## config.mk

```make
export PLATFORM = sky130hd
export DESIGN_NAME = radial_warp_address_gen
export DESIGN_NICKNAME = d
export VERILOG_FILES = /design/src/rtl/core/rwag_pkg.sv /design/src/rtl/core/rwag_phase.sv /design/src/rtl/core/rwag_offset.sv /design/src/rtl/core/rwag_addr.sv /design/src/rtl/core/radial_warp_address_gen.sv
export SDC_FILE = /design/constraint.sdc
export NUM_CORES = 2
export LEC_CHECK = 0
export BUFFER_PORTS_ARGS = -buffer_cell sky130_fd_sc_hd__buf_2
export CORE_UTILIZATION = 55
export CTS_CLUSTER_SIZE = 28
export DETAILED_ROUTE_END_ITERATION = 10
export HOLD_SLACK_MARGIN = 0.1
export PLACE_DENSITY = 0.72
export SLEW_MARGIN = 0
export SYNTH_ARGS = -nofsm -noshare
export SYNTH_HDL_FRONTEND = slang
export SYNTH_SLANG_ARGS = --single-unit
```

## constraint.sdc

```tcl
create_clock -name clk -period 12.66 [get_ports clk]
set_clock_uncertainty 0.1 [all_clocks]
set_input_delay 1.266 -clock clk [delete_from_list [all_inputs] [get_ports clk]]
set_output_delay 1.266 -clock clk [all_outputs]
set_load 0.01 [all_outputs]
```

## src/rtl/core/rwag_pkg.sv

```systemverilog
`timescale 1ns / 1ps

package rwag_pkg;

    localparam int MAX_WIDTH_DEF  = 1024;
    localparam int MAX_HEIGHT_DEF = 1024;
    localparam int SINE_STEPS     = 1024;
    localparam int DIST_LEVELS    = 512;

    localparam int PIX_W   = 10;
    localparam int LVL_W   = 9;
    localparam int DIM_W   = 11;
    localparam int GAIN_W  = 8;
    localparam int ADDR_W  = 20;
    localparam int IDX_W   = 10;
    localparam int SINE_W  = 16;
    localparam int PHASE_W = 18;
    localparam int MUL_W   = SINE_W + GAIN_W;
    localparam int OFS_W   = MUL_W - 15;
    localparam int CRD_W   = PIX_W + 2;
    localparam int CFG_IDX_W = 3;

    localparam logic [DIM_W-1:0] WIDTH_RST  = 11'd320;
    localparam logic [DIM_W-1:0] HEIGHT_RST = 11'd240;

    localparam logic [63:0] PI52_INT  = 64'h003243F6A8885A30;
    localparam logic [63:0] PI52_FRAC = 64'h000000008D313198;

    typedef enum logic [CFG_IDX_W-1:0] {
        REG_FRAME_WIDTH  = 3'd0,
        REG_FRAME_HEIGHT = 3'd1,
        REG_X_AMPLITUDE  = 3'd2,
        REG_Y_AMPLITUDE  = 3'd3,
        REG_RIPPLE_STEP  = 3'd4
    } cfg_reg_t;

    typedef struct packed {
        logic [PIX_W-1:0] px;
        logic [PIX_W-1:0] py;
    } pix_t;

    typedef struct packed {
        logic [DIM_W-1:0] width;
        logic [DIM_W-1:0] height;
    } dim_t;

    typedef struct packed {
        logic signed [GAIN_W-1:0] x_amp;
        logic signed [GAIN_W-1:0] y_amp;
    } gain_t;

    typedef logic [255:0][14:0] qsine_tab_t;

    // q60 fixed point product
    function automatic logic [63:0] qmul60(input logic [63:0] a, input logic [63:0] b);
        logic [127:0] p;
        p = {64'd0, a} * {64'd0, b};
        return p[123:60];
    endfunction

    // unsigned quotient by shift and subtract, table build only
    function automatic logic [63:0] udiv64(input logic [63:0] n, input logic [63:0] d);
        logic [63:0] q;
        logic [64:0] r;
        q = '0;
        r = '0;
        for (int i = 63; i >= 0; i--)
        begin
            r = {r[63:0], n[i]};
            if (r >= {1'b0, d})
            begin
                r = r - {1'b0, d};
                q[i] = 1'b1;
            end
        end
        return q;
    endfunction

    // truncated q15 sine of the first quarter wave, odd taylor series in q60
    function automatic logic [14:0] quarter_sine(input logic [7:0] q);
        logic [63:0] x;
        logic [63:0] x2;
        logic [63:0] term;
        logic [63:0] sum;
        logic [63:0] res;
        if (q == 8'd0)
        begin
            return 15'd0;
        end
        x = ((64'(q) * PI52_INT) + ((64'(q) * PI52_FRAC) >> 32)) >> 1;
        x2 = qmul60(x, x);
        term = x;
        sum = x;
        for (int k = 1; k < 20; k++)
        begin
            if (term != 64'd0)
            begin
                term = udiv64(qmul60(term, x2), 64'(2 * k) * 64'(2 * k + 1));
                if ((k & 1) == 1)
                    sum = sum - term;
                else
                    sum = sum + term;
            end
        end
        res = qmul60(sum, 64'd32767);
        return res[14:0];
    endfunction

    function automatic qsine_tab_t qsine_build();
        qsine_tab_t t;
        for (int i = 0; i < 256; i++)
        begin
            t[i] = quarter_sine(8'(i));
        end
        return t;
    endfunction

    localparam qsine_tab_t QSINE = qsine_build();

    // full wave lookup from the quarter table
    function automatic logic signed [SINE_W-1:0] sine_at(input logic [IDX_W-1:0] j);
        logic [IDX_W:0]  q;
        logic            neg;
        logic [14:0]     mag;
        if (j <= 10'd256)
        begin
            q = {1'b0, j};
            neg = 1'b0;
        end
        else if (j <= 10'd512)
        begin
            q = 11'd512 - {1'b0, j};
            neg = 1'b0;
        end
        else if (j <= 10'd768)
        begin
            q = {1'b0, j} - 11'd512;
            neg = 1'b1;
        end
        else
        begin
            q = 11'd1024 - {1'b0, j};
            neg = 1'b1;
        end
        mag = q[8] ? 15'd32767 : QSINE[q[7:0]];
        return neg ? -$signed({1'b0, mag}) : $signed({1'b0, mag});
    endfunction

endpackage

```

## src/rtl/core/rwag_phase.sv

```systemverilog
`timescale 1ns / 1ps

module rwag_phase (
    input  logic                                    clk,
    input  logic                                    rst_n,
    input  logic                                    in_valid,
    input  rwag_pkg::pix_t                          in_pix,
    input  logic [rwag_pkg::LVL_W-1:0]              in_level,
    input  logic signed [rwag_pkg::GAIN_W-1:0]      ripple,
    output logic                                    out_valid,
    output rwag_pkg::pix_t                          out_pix,
    output logic signed [rwag_pkg::SINE_W-1:0]      out_sin,
    output logic signed [rwag_pkg::SINE_W-1:0]      out_cos
);

    logic                                       v1_reg;
    rwag_pkg::pix_t                             pix1_reg;
    logic signed [rwag_pkg::PHASE_W-1:0]        prod_reg;
    logic signed [rwag_pkg::PHASE_W-1:0]        prod_next;

    logic                                       v2_reg;
    rwag_pkg::pix_t                             pix2_reg;
    logic signed [rwag_pkg::SINE_W-1:0]         sin_reg;
    logic signed [rwag_pkg::SINE_W-1:0]         sin_next;
    logic signed [rwag_pkg::SINE_W-1:0]         cos_reg;
    logic signed [rwag_pkg::SINE_W-1:0]         cos_next;
    logic [rwag_pkg::IDX_W-1:0]                 idx;
    logic [rwag_pkg::IDX_W-1:0]                 cidx;

    assign prod_next = $signed({1'b0, in_level}) * ripple;

    // arithmetic shift by three, then even index only
    assign idx  = {prod_reg[12:4], 1'b0};
    assign cidx = idx + 10'd256;
    assign sin_next = rwag_pkg::sine_at(idx);
    assign cos_next = rwag_pkg::sine_at(cidx);

    always_ff @(posedge clk or negedge rst_n)
    begin
        if (!rst_n)
        begin
            v1_reg <= 1'b0;
            v2_reg <= 1'b0;
        end
        else
        begin
            v1_reg <= in_valid;
            v2_reg <= v1_reg;
        end
    end

    always_ff @(posedge clk)
    begin
        pix1_reg <= in_pix;
        prod_reg <= prod_next;
        pix2_reg <= pix1_reg;
        sin_reg  <= sin_next;
        cos_reg  <= cos_next;
    end

    assign out_valid = v2_reg;
    assign out_pix   = pix2_reg;
    assign out_sin   = sin_reg;
    assign out_cos   = cos_reg;

endmodule

```

## src/rtl/core/rwag_offset.sv

```systemverilog
`timescale 1ns / 1ps

module rwag_offset (
    input  logic                                    clk,
    input  logic                                    rst_n,
    input  logic                                    in_valid,
    input  rwag_pkg::pix_t                          in_pix,
    input  logic signed [rwag_pkg::SINE_W-1:0]      in_sin,
    input  logic signed [rwag_pkg::SINE_W-1:0]      in_cos,
    input  rwag_pkg::gain_t                         gain,
    output logic                                    out_valid,
    output rwag_pkg::pix_t                          out_pix,
    output logic signed [rwag_pkg::OFS_W-1:0]       out_xoff,
    output logic signed [rwag_pkg::OFS_W-1:0]       out_yoff
);

    logic                                   v3_reg;
    rwag_pkg::pix_t                         pix3_reg;
    logic signed [rwag_pkg::MUL_W-1:0]      xmul_reg;
    logic signed [rwag_pkg::MUL_W-1:0]      xmul_next;
    logic signed [rwag_pkg::MUL_W-1:0]      ymul_reg;
    logic signed [rwag_pkg::MUL_W-1:0]      ymul_next;

    assign xmul_next = in_cos * gain.x_amp;
    assign ymul_next = in_sin * gain.y_amp;

    always_ff @(posedge clk or negedge rst_n)
    begin
        if (!rst_n)
        begin
            v3_reg <= 1'b0;
        end
        else
        begin
            v3_reg <= in_valid;
        end
    end

    always_ff @(posedge clk)
    begin
        pix3_reg <= in_pix;
        xmul_reg <= xmul_next;
        ymul_reg <= ymul_next;
    end

    // floor divide by 2^15
    assign out_valid = v3_reg;
    assign out_pix   = pix3_reg;
    assign out_xoff  = xmul_reg[rwag_pkg::MUL_W-1:15];
    assign out_yoff  = ymul_reg[rwag_pkg::MUL_W-1:15];

endmodule

```

## src/rtl/core/rwag_addr.sv

```systemverilog
`timescale 1ns / 1ps

module rwag_addr (
    input  logic                                    clk,
    input  logic                                    rst_n,
    input  logic                                    in_valid,
    input  rwag_pkg::pix_t                          in_pix,
    input  logic signed [rwag_pkg::OFS_W-1:0]       in_xoff,
    input  logic signed [rwag_pkg::OFS_W-1:0]       in_yoff,
    input  rwag_pkg::dim_t                          dim,
    output logic                                    done,
    output logic [rwag_pkg::PIX_W-1:0]              src_x,
    output logic [rwag_pkg::PIX_W-1:0]              src_y,
    output logic [rwag_pkg::ADDR_W-1:0]             src_addr,
    output logic                                    blank
);

    localparam int CW = rwag_pkg::CRD_W;
    localparam int DW = rwag_pkg::DIM_W;

    logic signed [CW-1:0]   dx;
    logic signed [CW-1:0]   dy;
    logic signed [CW-1:0]   maxx;
    logic signed [CW-1:0]   maxy;
    logic [DW-1:0]          cx_next;
    logic [DW-1:0]          cy_next;
    logic                   blank_next;

    logic                   v4_reg;
    logic [DW-1:0]          cx_reg;
    logic [DW-1:0]          cy_reg;
    logic                   blank4_reg;

    logic                   v5_reg;
    logic [DW-1:0]          cx5_reg;
    logic [DW-1:0]          cy5_reg;
    logic                   blank5_reg;
    logic [2*DW-1:0]        rowp_reg;
    logic [2*DW-1:0]        rowp_next;

    logic                   done_reg;
    logic [rwag_pkg::PIX_W-1:0]  sx_reg;
    logic [rwag_pkg::PIX_W-1:0]  sy_reg;
    logic [rwag_pkg::ADDR_W-1:0] addr_reg;
    logic [rwag_pkg::ADDR_W-1:0] addr_next;
    logic [2*DW-1:0]        addr_sum;
    logic                   blank_reg;

    assign dx   = CW'(in_xoff) + $signed({2'b00, in_pix.px});
    assign dy   = CW'(in_yoff) + $signed({2'b00, in_pix.py});
    assign maxx = $signed({1'b0, dim.width}) - 12'sd2;
    assign maxy = $signed({1'b0, dim.height}) - 12'sd2;
    assign blank_next = ({1'b0, in_pix.py} >= (dim.height - 11'd1));

    always_comb
    begin
        if (dx[CW-1])
            cx_next = '0;
        else if (dx > maxx)
            cx_next = maxx[DW-1:0];
        else
            cx_next = dx[DW-1:0];

        if (dy[CW-1])
            cy_next = '0;
        else if (dy > maxy)
            cy_next = maxy[DW-1:0];
        else
            cy_next = dy[DW-1:0];
    end

    assign rowp_next = cy_reg * dim.width;
    assign addr_sum  = rowp_reg + {{DW{1'b0}}, cx5_reg};
    assign addr_next = addr_sum[rwag_pkg::ADDR_W-1:0];

    always_ff @(posedge clk or negedge rst_n)
    begin
        if (!rst_n)
        begin
            v4_reg   <= 1'b0;
            v5_reg   <= 1'b0;
            done_reg <= 1'b0;
        end
        else
        begin
            v4_reg   <= in_valid;
            v5_reg   <= v4_reg;
            done_reg <= v5_reg;
        end
    end

    always_ff @(posedge clk)
    begin
        cx_reg     <= cx_next;
        cy_reg     <= cy_next;
        blank4_reg <= blank_next;
        cx5_reg    <= cx_reg;
        cy5_reg    <= cy_reg;
        blank5_reg <= blank4_reg;
        rowp_reg   <= rowp_next;
        // last row and rows past it read as zero
        sx_reg     <= blank5_reg ? '0 : cx5_reg[rwag_pkg::PIX_W-1:0];
        sy_reg     <= blank5_reg ? '0 : cy5_reg[rwag_pkg::PIX_W-1:0];
        addr_reg   <= blank5_reg ? '0 : addr_next;
        blank_reg  <= blank5_reg;
    end

    assign done     = done_reg;
    assign src_x    = sx_reg;
    assign src_y    = sy_reg;
    assign src_addr = addr_reg;
    assign blank    = blank_reg;

endmodule

```

## src/rtl/core/radial_warp_address_gen.sv

```systemverilog
`timescale 1ns / 1ps
// radial sine warp source address generator
// throughput: one item per clock, set by the six stage pipeline with no stalls
// the receiver cannot stall, so busy stays low and start is always taken
// reset: async active low, clears valid bits and loads default frame settings

module radial_warp_address_gen #(
    parameter int MAX_WIDTH  = rwag_pkg::MAX_WIDTH_DEF,
    parameter int MAX_HEIGHT = rwag_pkg::MAX_HEIGHT_DEF
) (
    input  logic                                clk,
    input  logic                                rst_n,

    // item input
    input  logic                                start,
    output logic                                busy,
    input  logic [rwag_pkg::PIX_W-1:0]          pix_x,
    input  logic [rwag_pkg::PIX_W-1:0]          pix_y,
    input  logic [rwag_pkg::LVL_W-1:0]          dist_level,

    // register write channel
    input  logic                                cfg_valid,
    output logic                                cfg_ready,
    input  logic [rwag_pkg::CFG_IDX_W-1:0]      cfg_index,
    input  logic [rwag_pkg::DIM_W-1:0]          cfg_data,

    // result output, one cycle strobe
    output logic                                done,
    output logic [rwag_pkg::PIX_W-1:0]          src_x,
    output logic [rwag_pkg::PIX_W-1:0]          src_y,
    output logic [rwag_pkg::ADDR_W-1:0]         src_addr,
    output logic                                blank
);

    localparam int DW = rwag_pkg::DIM_W;

    // frame size registers hold the value already saturated to 2..max
    logic [DW-1:0]                          width_reg;
    logic [DW-1:0]                          height_reg;
    logic signed [rwag_pkg::GAIN_W-1:0]     x_amp_reg;
    logic signed [rwag_pkg::GAIN_W-1:0]     y_amp_reg;
    logic signed [rwag_pkg::GAIN_W-1:0]     ripple_reg;
    logic [DW-1:0]                          width_sat;
    logic [DW-1:0]                          height_sat;
    logic                                   cfg_we;
    logic                                   in_accept;

    rwag_pkg::pix_t                         pix_in;
    rwag_pkg::dim_t                         dim;
    rwag_pkg::gain_t                        gain;

    logic                                   ph_valid;
    rwag_pkg::pix_t                         ph_pix;
    logic signed [rwag_pkg::SINE_W-1:0]     ph_sin;
    logic signed [rwag_pkg::SINE_W-1:0]     ph_cos;

    logic                                   of_valid;
    rwag_pkg::pix_t                         of_pix;
    logic signed [rwag_pkg::OFS_W-1:0]      of_xoff;
    logic signed [rwag_pkg::OFS_W-1:0]      of_yoff;

    // no backpressure anywhere: an item enters every cycle that start is high
    assign busy      = 1'b0;
    assign cfg_ready = 1'b1;
    assign in_accept = start & ~busy;
    assign cfg_we    = cfg_valid & cfg_ready;

    // saturate frame dimensions at write time
    always_comb
    begin
        if (cfg_data < 11'd2)
            width_sat = 11'd2;
        else if (32'(cfg_data) > MAX_WIDTH)
            width_sat = DW'(MAX_WIDTH);
        else
            width_sat = cfg_data;

        if (cfg_data < 11'd2)
            height_sat = 11'd2;
        else if (32'(cfg_data) > MAX_HEIGHT)
            height_sat = DW'(MAX_HEIGHT);
        else
            height_sat = cfg_data;
    end

    always_ff @(posedge clk or negedge rst_n)
    begin
        if (!rst_n)
        begin
            width_reg  <= rwag_pkg::WIDTH_RST;
            height_reg <= rwag_pkg::HEIGHT_RST;
            x_amp_reg  <= '0;
            y_amp_reg  <= '0;
            ripple_reg <= '0;
        end
        else if (cfg_we)
        begin
            case (cfg_index)
                rwag_pkg::REG_FRAME_WIDTH:  width_reg  <= width_sat;
                rwag_pkg::REG_FRAME_HEIGHT: height_reg <= height_sat;
                rwag_pkg::REG_X_AMPLITUDE:  x_amp_reg  <= cfg_data[rwag_pkg::GAIN_W-1:0];
                rwag_pkg::REG_Y_AMPLITUDE:  y_amp_reg  <= cfg_data[rwag_pkg::GAIN_W-1:0];
                rwag_pkg::REG_RIPPLE_STEP:  ripple_reg <= cfg_data[rwag_pkg::GAIN_W-1:0];
                default: ;
            endcase
        end
    end

    assign pix_in.px   = pix_x;
    assign pix_in.py   = pix_y;
    assign dim.width   = width_reg;
    assign dim.height  = height_reg;
    assign gain.x_amp  = x_amp_reg;
    assign gain.y_amp  = y_amp_reg;

    // stages 1-2: phase product, then quarter wave sine and cosine lookup
    rwag_phase u_phase (
        .clk       (clk),
        .rst_n     (rst_n),
        .in_valid  (in_accept),
        .in_pix    (pix_in),
        .in_level  (dist_level),
        .ripple    (ripple_reg),
        .out_valid (ph_valid),
        .out_pix   (ph_pix),
        .out_sin   (ph_sin),
        .out_cos   (ph_cos)
    );

    // stage 3: gain multiply, floor shift by 15 on the way out
    rwag_offset u_offset (
        .clk       (clk),
        .rst_n     (rst_n),
        .in_valid  (ph_valid),
        .in_pix    (ph_pix),
        .in_sin    (ph_sin),
        .in_cos    (ph_cos),
        .gain      (gain),
        .out_valid (of_valid),
        .out_pix   (of_pix),
        .out_xoff  (of_xoff),
        .out_yoff  (of_yoff)
    );

    // stages 4-6: clamp and blank test, row times width, add column
    rwag_addr u_addr (
        .clk       (clk),
        .rst_n     (rst_n),
        .in_valid  (of_valid),
        .in_pix    (of_pix),
        .in_xoff   (of_xoff),
        .in_yoff   (of_yoff),
        .dim       (dim),
        .done      (done),
        .src_x     (src_x),
        .src_y     (src_y),
        .src_addr  (src_addr),
        .blank     (blank)
    );

endmodule
```

==> Word level (Yosys, flattened, before mapping) <==
Memories as Yosys holds them, arrays and structs flattened.
Index checks and enable logic that the tools add are counted.
{ "totals": {"ff_bits": 311, "latchBits": 0, "ram_bits": 0, "rom_bits": 7680, "input_bits": 47, "output_inout_bits": 44, "wordCells": 99, "memories": 2} }
{ "memory_table": {"columns": ["name", "depth", "width", "read_ports", "rd_ports_with_merged_regs", "wr", "line_no", "rtl"], "rows": [
  ["(name not given)", 256, 15, 1, 0, 0, "rwag_pkg.sv:145", "mag = q[8] ? 15'd32767 : QSINE[q[7:0]];"],
  ["(name not given)", 256, 15, 1, 0, 0, "rwag_pkg.sv:145", null]
]} }
{ "op_classes": {"addsub": 15, "n_mul": 4, "n_div": 0, "magnitude_cmp": 13, "eq_ne": 4, "n_shift": 0, "n_mux": 20, "bitwise_logic": 0, "reduce_logical": 6} }
{ "op_table": {"columns": ["op", "count"], "rows": [
  ["15-bit two-way mux", 6],
  ["9-bit two-way mux", 6],
  ["16-bit by 8-bit multiplier with 24-bit output", 2],
  ["11-bit two-way mux", 4],
  ["10-bit less-or-equal comparator (second input constant)", 4],
  ["1-bit by 9-bit subtractor with 9-bit output (first input constant)", 4],
  ["15-bit negation with 16-bit output", 2],
  ["9-bit by 11-bit adder with 12-bit output", 2],
  ["12-bit > comparator", 2],
  ["11-bit by 2-bit subtractor with 12-bit output (second input constant)", 2],
  ["20-bit by 11-bit adder with 20-bit output", 1],
  ["10-bit by 9-bit less-or-equal comparator with 1-bit output (second input constant)", 2],
  ["11-bit by 11-bit multiplier with 20-bit output", 1],
  ["8-bit by 9-bit less-than comparator with 1-bit output (second input constant)", 2],
  ["9-bit by 1-bit subtractor with 9-bit output (second input constant)", 2],
  ["10-bit by 8-bit multiplier with 13-bit output", 1],
  ["10-bit by 11-bit >= comparator with 1-bit output", 1],
  ["11-bit > comparator (second input constant)", 1],
  ["11-bit by 2-bit less-than comparator with 1-bit output (second input constant)", 1],
  ["11-bit by 1-bit subtractor with 11-bit output (second input constant)", 1],
  ["10-bit by 9-bit adder with 10-bit output (second input constant)", 1],
  ["2-bit AND reduction", 5],
  ["3-bit by 2-bit equality test with 1-bit output (second input constant)", 2],
  ["1-bit two-way mux", 4],
  ["3 further kinds", 3]
]} }

==> Depth between registers and ports, before layout <==
{ "depth": {"ltp_word": 10, "mapped_depth": 27, "mapped_depth_nobuf": 23} }

==> Cells and area by module <==
From an unflattened synthesis, not the netlist that was laid out.
{ "unflattened": {"hier_cells": 3682, "hier_area_um2": 31750.5} }
{ "modules_own_cells": {"columns": ["module", "n_inst", "cells_each", "area_per_inst_um2"], "rows": [
  ["rwag_phase", 1, 1517, 11194.5],
  ["rwag_addr", 1, 1052, 9532.9],
  ["rwag_offset", 1, 972, 9188.8],
  ["radial_warp_address_gen", 1, 141, 1834.3]
]} }

==> Worst setup path before layout <==
No wires, ideal clock.
{ "synth_path": {"path_type": "reg-to-reg", "from": "register u_phase.prod_reg[4] (netlist bit)", "to": "register u_phase.cos_reg (netlist bit u_phase.out_cos[14])", "setup_time_ps": 123, "arrival_ps": 6390, "required_time_ps": 12437, "path_slack_ps": 6048, "stages_incl_launch_ff": 24, "n_path_buf": 6, "path_cell_list": "dfxtp_1 -> clkbuf_1 -> inv_1 -> clkbuf_1 -> clkbuf_1 -> ha_1 -> nor4b_1 -> a21oi_1 -> clkbuf_1 -> o21ai_1 -> clkbuf_1 -> o21ai_0 -> inv_1 -> ha_1 -> clkbuf_1 -> nand2_1 -> mux2_2 -> a31oi_1 -> o32a_1 -> o22ai_1 -> or4b_4 -> nor4_4 -> a41oi_1 -> xnor2_1"} }
{ "synth_via": {"elab_chain_len": 10, "word_cells_on_any_way": 17} }
{ "synth_rtl": {"columns": ["element", "line_no", "rtl"], "rows": [
  ["start, declared", "rwag_phase.sv:18", "logic signed [rwag_pkg::PHASE_W-1:0] prod_reg;"],
  ["start signal, assigned", "rwag_phase.sv:55", "prod_reg <= prod_next;"],
  ["10-bit by 9-bit adder with 10-bit output *", "rwag_phase.sv:34", "assign cidx = idx + 10'd256;"],
  ["1-bit by 9-bit subtractor with 9-bit output (tied with other cells)", "rwag_pkg.sv:132, rwag_pkg.sv:142", null],
  ["9-bit two-way mux", "rwag_pkg.sv:135", "else if (j <= 10'd768)"],
  ["9-bit two-way mux", "rwag_pkg.sv:130", "else if (j <= 10'd512)"],
  ["9-bit two-way mux", "rwag_pkg.sv:125", "if (j <= 10'd256)"],
  ["memory 256 x 15 bit", null, null],
  ["15-bit two-way mux (not written as such)", "rwag_pkg.sv:145", null],
  ["15-bit two-way mux", "rwag_pkg.sv:145", null],
  ["15-bit negation with 16-bit output", "rwag_pkg.sv:146", "return neg ? -$signed({1'b0, mag}) : $signed({1'b0, mag});"],
  ["15-bit two-way mux *", "rwag_pkg.sv:146", null],
  ["net u_phase.cos_next (one bit)", "rwag_phase.sv:26", "logic signed [rwag_pkg::SINE_W-1:0] cos_next;"],
  ["end signal, assigned", "rwag_phase.sv:58", "cos_reg <= cos_next;"],
  ["end, declared", "rwag_phase.sv:25", "logic signed [rwag_pkg::SINE_W-1:0] cos_reg;"]
]} }
The timed path passes the listed nets; every way through them passes the cells marked *. The select of a mux whose other input is x is not followed.
A chain may end at the register's enable or synchronous reset.

==> Final worst setup path <==
{ "layout_path": {"from": "register u_phase.prod_reg[4] (netlist bit)", "to": "register u_phase.sin_reg (netlist bit u_phase.out_sin[14])"} }
{ "layout_via": {"elab_chain_len": 9, "word_cells_on_any_way": 16} }
{ "layout_rtl": {"columns": ["element", "line_no", "rtl"], "rows": [
  ["1-bit by 9-bit subtractor with 9-bit output (tied with other cells)", "rwag_pkg.sv:132, rwag_pkg.sv:142", null],
  ["9-bit two-way mux", "rwag_pkg.sv:135", null],
  ["9-bit two-way mux", "rwag_pkg.sv:130", null],
  ["9-bit two-way mux", "rwag_pkg.sv:125", null],
  ["memory 256 x 15 bit", null, null],
  ["15-bit two-way mux (not written as such)", "rwag_pkg.sv:145", null],
  ["15-bit two-way mux", "rwag_pkg.sv:145", null],
  ["15-bit negation with 16-bit output", "rwag_pkg.sv:146", null],
  ["15-bit two-way mux *", "rwag_pkg.sv:146", null],
  ["net u_phase.sin_next (one bit)", "rwag_phase.sv:24", "logic signed [rwag_pkg::SINE_W-1:0] sin_next;"],
  ["end signal, assigned", "rwag_phase.sv:57", "sin_reg <= sin_next;"],
  ["end, declared", "rwag_phase.sv:23", "logic signed [rwag_pkg::SINE_W-1:0] sin_reg;"]
]} }
Marked as above.

==> results.md <==
- Status: finished, final reports clean
- Number of global-route vias before repair: 25.77k
- Initial Util: 55.67%
- Sink Count: 277
- Adder-cell share of the synthesized area: 31.76%
- Mapped Avg Cell Area: 8.588 um2
- Site row count: 87
- Slowest stage delay, CP: 0.85 ns
- Max-slew headroom: a little over a quarter
- Worst-margin pin slew: 1.098 ns
- Root Driver: clkbuf_16
- CTS max path bufs: 3
- Ys async rst share: 18.77%
- Final ANT Viol Nets: 0
- Highest clock rate: 144.0 MHz
- Pre-antenna DRT Iters: 6
- Grt total ovfl: 0
- Hold Vio Cnt, Final: 0
- Via density: 5.992
- Mux cell area share after synthesis: 2.236%
- Placeable Area: 56500 um2
- Nets@finish: 4272
- Initial DRC count: 2375
- Synth Area in XOR/XNOR: 4.309%
- Clock latency on the worst-skew pair: 0.58 ns
- Synth Area in Simple Gates: roughly 17%
- All-layer global routing usage: 29.78%
- Synth Flop Type: dfxtp_1
- Worst r2r src: u_phase.prod_reg[4]
- Share of layout cells above drive strength 1: 7.420%
- Crit path kind: reg2reg
- Htree depth: 1
- Worst path arrival time: ~7.3 ns
- Number of flops mapped to enable cells by yosys: 0
- Die height: 241.1 um
- Vias: 26.35k
- Worst Setup SP: u_phase.prod_reg[4]
- Fin crit share: 54.87%
- Multi-input logic area: 22980 um2
- Reg2Reg Depth: 20
- Fillers: 4915
- TNS Setup: 0 ns
- Die area: 58140 um2
- WL/cell: ~19 um
- Critical Path Slowest Stage Cell: nor4b_1
- CTS buffer count: 28
- PortBufs: 88
- FF/Latch Area: 5816 um2
- Netlist cell types: between 100 and 150
- Worst path cell trace: buf_4 -> inv_1 -> ha_1 -> nor4b_1 -> a211oi_1 -> a21o_1 -> a21o_1 -> buf_4 -> inv_1 -> ha_1 -> inv_1 -> a211oi_1 -> o21ai_0 -> a21boi_0 -> o41a_1 -> nor4b_1 -> a211oi_1 -> nor4_1 -> nor2_1 -> a2111oi_1
- Die X-Extent: approximately 240 um
- HPWL after DPL: 63320 um
- Max-slew violations: 0
- Compound-Gate Fraction of Synth Area: 17.21%
- CTS tree: built
- Fin crit period: just under 7 ns
- Worst Path Required: 13.03 ns
- Final wirelength: 85300 um
- I/O pin count: 91
- Worst min-delay path startpoint: u_phase.pix1_reg[18]
- Syn nets: 4314
- Crit path launch type: flop
- HP Class: reg2reg
- Area grow syn2layout: 6.004%
- Hold Crit Depth: 0
- First-pass GRT wire length: 138200 um
- Initial antenna violation count: 2
- Largest net degree at the start of global routing: just under 70
- Register area share after synthesis: 18.48%
- Post-layout util: 59.01%
- Synth Warn #: 0
- DR DRC count: 0
- CTS clk-pin slew, worst paths: roughly 0.080 ns
- Post-CTS setup buffers: 0
- Max-Cap Viols: 0
- CTS Hold Bufs: 0
- Largest family of logic cells by synthesized area: adder cells
- Crit end category: flop
- Gp weighted congestion: 0.9743
- Post-synthesis register bit count: about 280
- Peak fanout along the critical path: 52
- Cell area after synthesis: between 30000 and 40000 um2
- Unrepaired setup endpoints after global routing: false
- Mapped Cells: around 3.7k
- Final setup violation count: 0
- Hold Slack: 0.2208 ns
- Post-CTS Resized: 0
==> metal layers <==
layer / wire length (um) / share of wire, % / GRT usage (%) / up-vias
met5: 9 / 0.011 / 0 / -
met4: 2954 / 3.5 / 10.64 / 2
met3: 6817 / 8.0 / 4.232 / 233
met2: 39250 / 46 / 48.95 / 1178
met1: 36270 / 43 / 39.93 / 12680
li1: - / - / - / 12250
==> metrics by stage <==
step | std cells | setup WS (ns) | instance area (um2)
after global routing | 4395 | 5.304 | 33330
after floorplan | 3662 | 6.048 | 31450
after global placement | 4346 | 6.159 | 32350
final | 4397 | 5.714 | 33340
after detailed placement | 4346 | 6.074 | 32350
after CTS | 4395 | 6.020 | 33330
==> Yosys cell counts (28+ instances only) <==
cell,count,area share [%]
inv_1,490,5.8
fa_1,322,20
nand2_1,311,3.7
ha_1,283,11
and2_1,277,5.5
dfxtp_1,225,14
nor2_1,189,2.3
o21ai_0,174,2.8
a21oi_1,159,2.5
clkbuf_1,151,1.8
xnor2_1,108,3.0
nor3_1,69,1.1
nand3_1,53,0.84
o211ai_1,48,1.1
dfrtp_1,46,3.7
a31oi_1,44,0.88
xor2_1,43,1.2
a21o_1,38,0.91
mux2_2,37,1.3
nor2b_1,37,0.74
a211oi_1,34,0.81
buf_2,28,0.45
==> worst max-delay path, delay by kind of cell (launching register included) <==
kind	cells	cell delay (ns)
compound gates	9	2.56
simple gates	4	1.91
buf+inv	5	1.27
fa+ha+maj	2	0.60
flops	1	0.32
==> cells in the final DEF (no fill, tap or decap), types with 37 or more instances in the layout <==
master    Yosys  layout
a21oi_1     159     159
nand2_1     311     311
o21ai_0     174     173
xor2_1       43      43
o211ai_1     48      48
buf_2        28      88
nand3_1      53      53
dfxtp_1     225     223
a21o_1       38      38
and2_1      277     277
nor2b_1      37      37
mux2_2       37      37
dfrtp_1      46      46
ha_1        283     283
buf_4         6      42
inv_1       490     490
a31oi_1      44      44
xnor2_1     108     106
fa_1        322     322
nor2_1      189     187
nor3_1       69      69
==> path summary, 6_finish.rpt <==
path                                        to  slack [ns]
setup / recovery           u_phase.out_sin[14]        5.71
hold reg to reg            u_phase.out_pix[18]        0.22
hold / removal             u_phase.out_pix[18]        0.22
setup reg to reg           u_phase.out_sin[14]        5.71
min in group asynchronous        height_reg[9]        0.73
max in group asynchronous         x_amp_reg[7]       11.23
==> area by class of cell <==
cell class	instances	share of cell area [%]
multi-input combinational	2689	68.93
sequential	277	17.44
inverter	494	5.562
tap	756	2.837
clock buffer	32	2.304
timing repair buffer	130	2.267
clock inverter	17	0.6380
antenna	2	0.01501
==> logic make-up (layout without fill, tap and decap cells) <==
group           count (synthesis)  after routing
fa+ha+maj                     605            605
simple gates                 1079           1079
mux                            64             64
other cells                     2              4
xor+xnor                      153            153
compound gates                786            786
buf+inv                       696            673
flops                         277            277
Power is left out: the tool's default activity adds up to more than one toggle a clock period on the data nets, which glitch-free logic cannot reach.
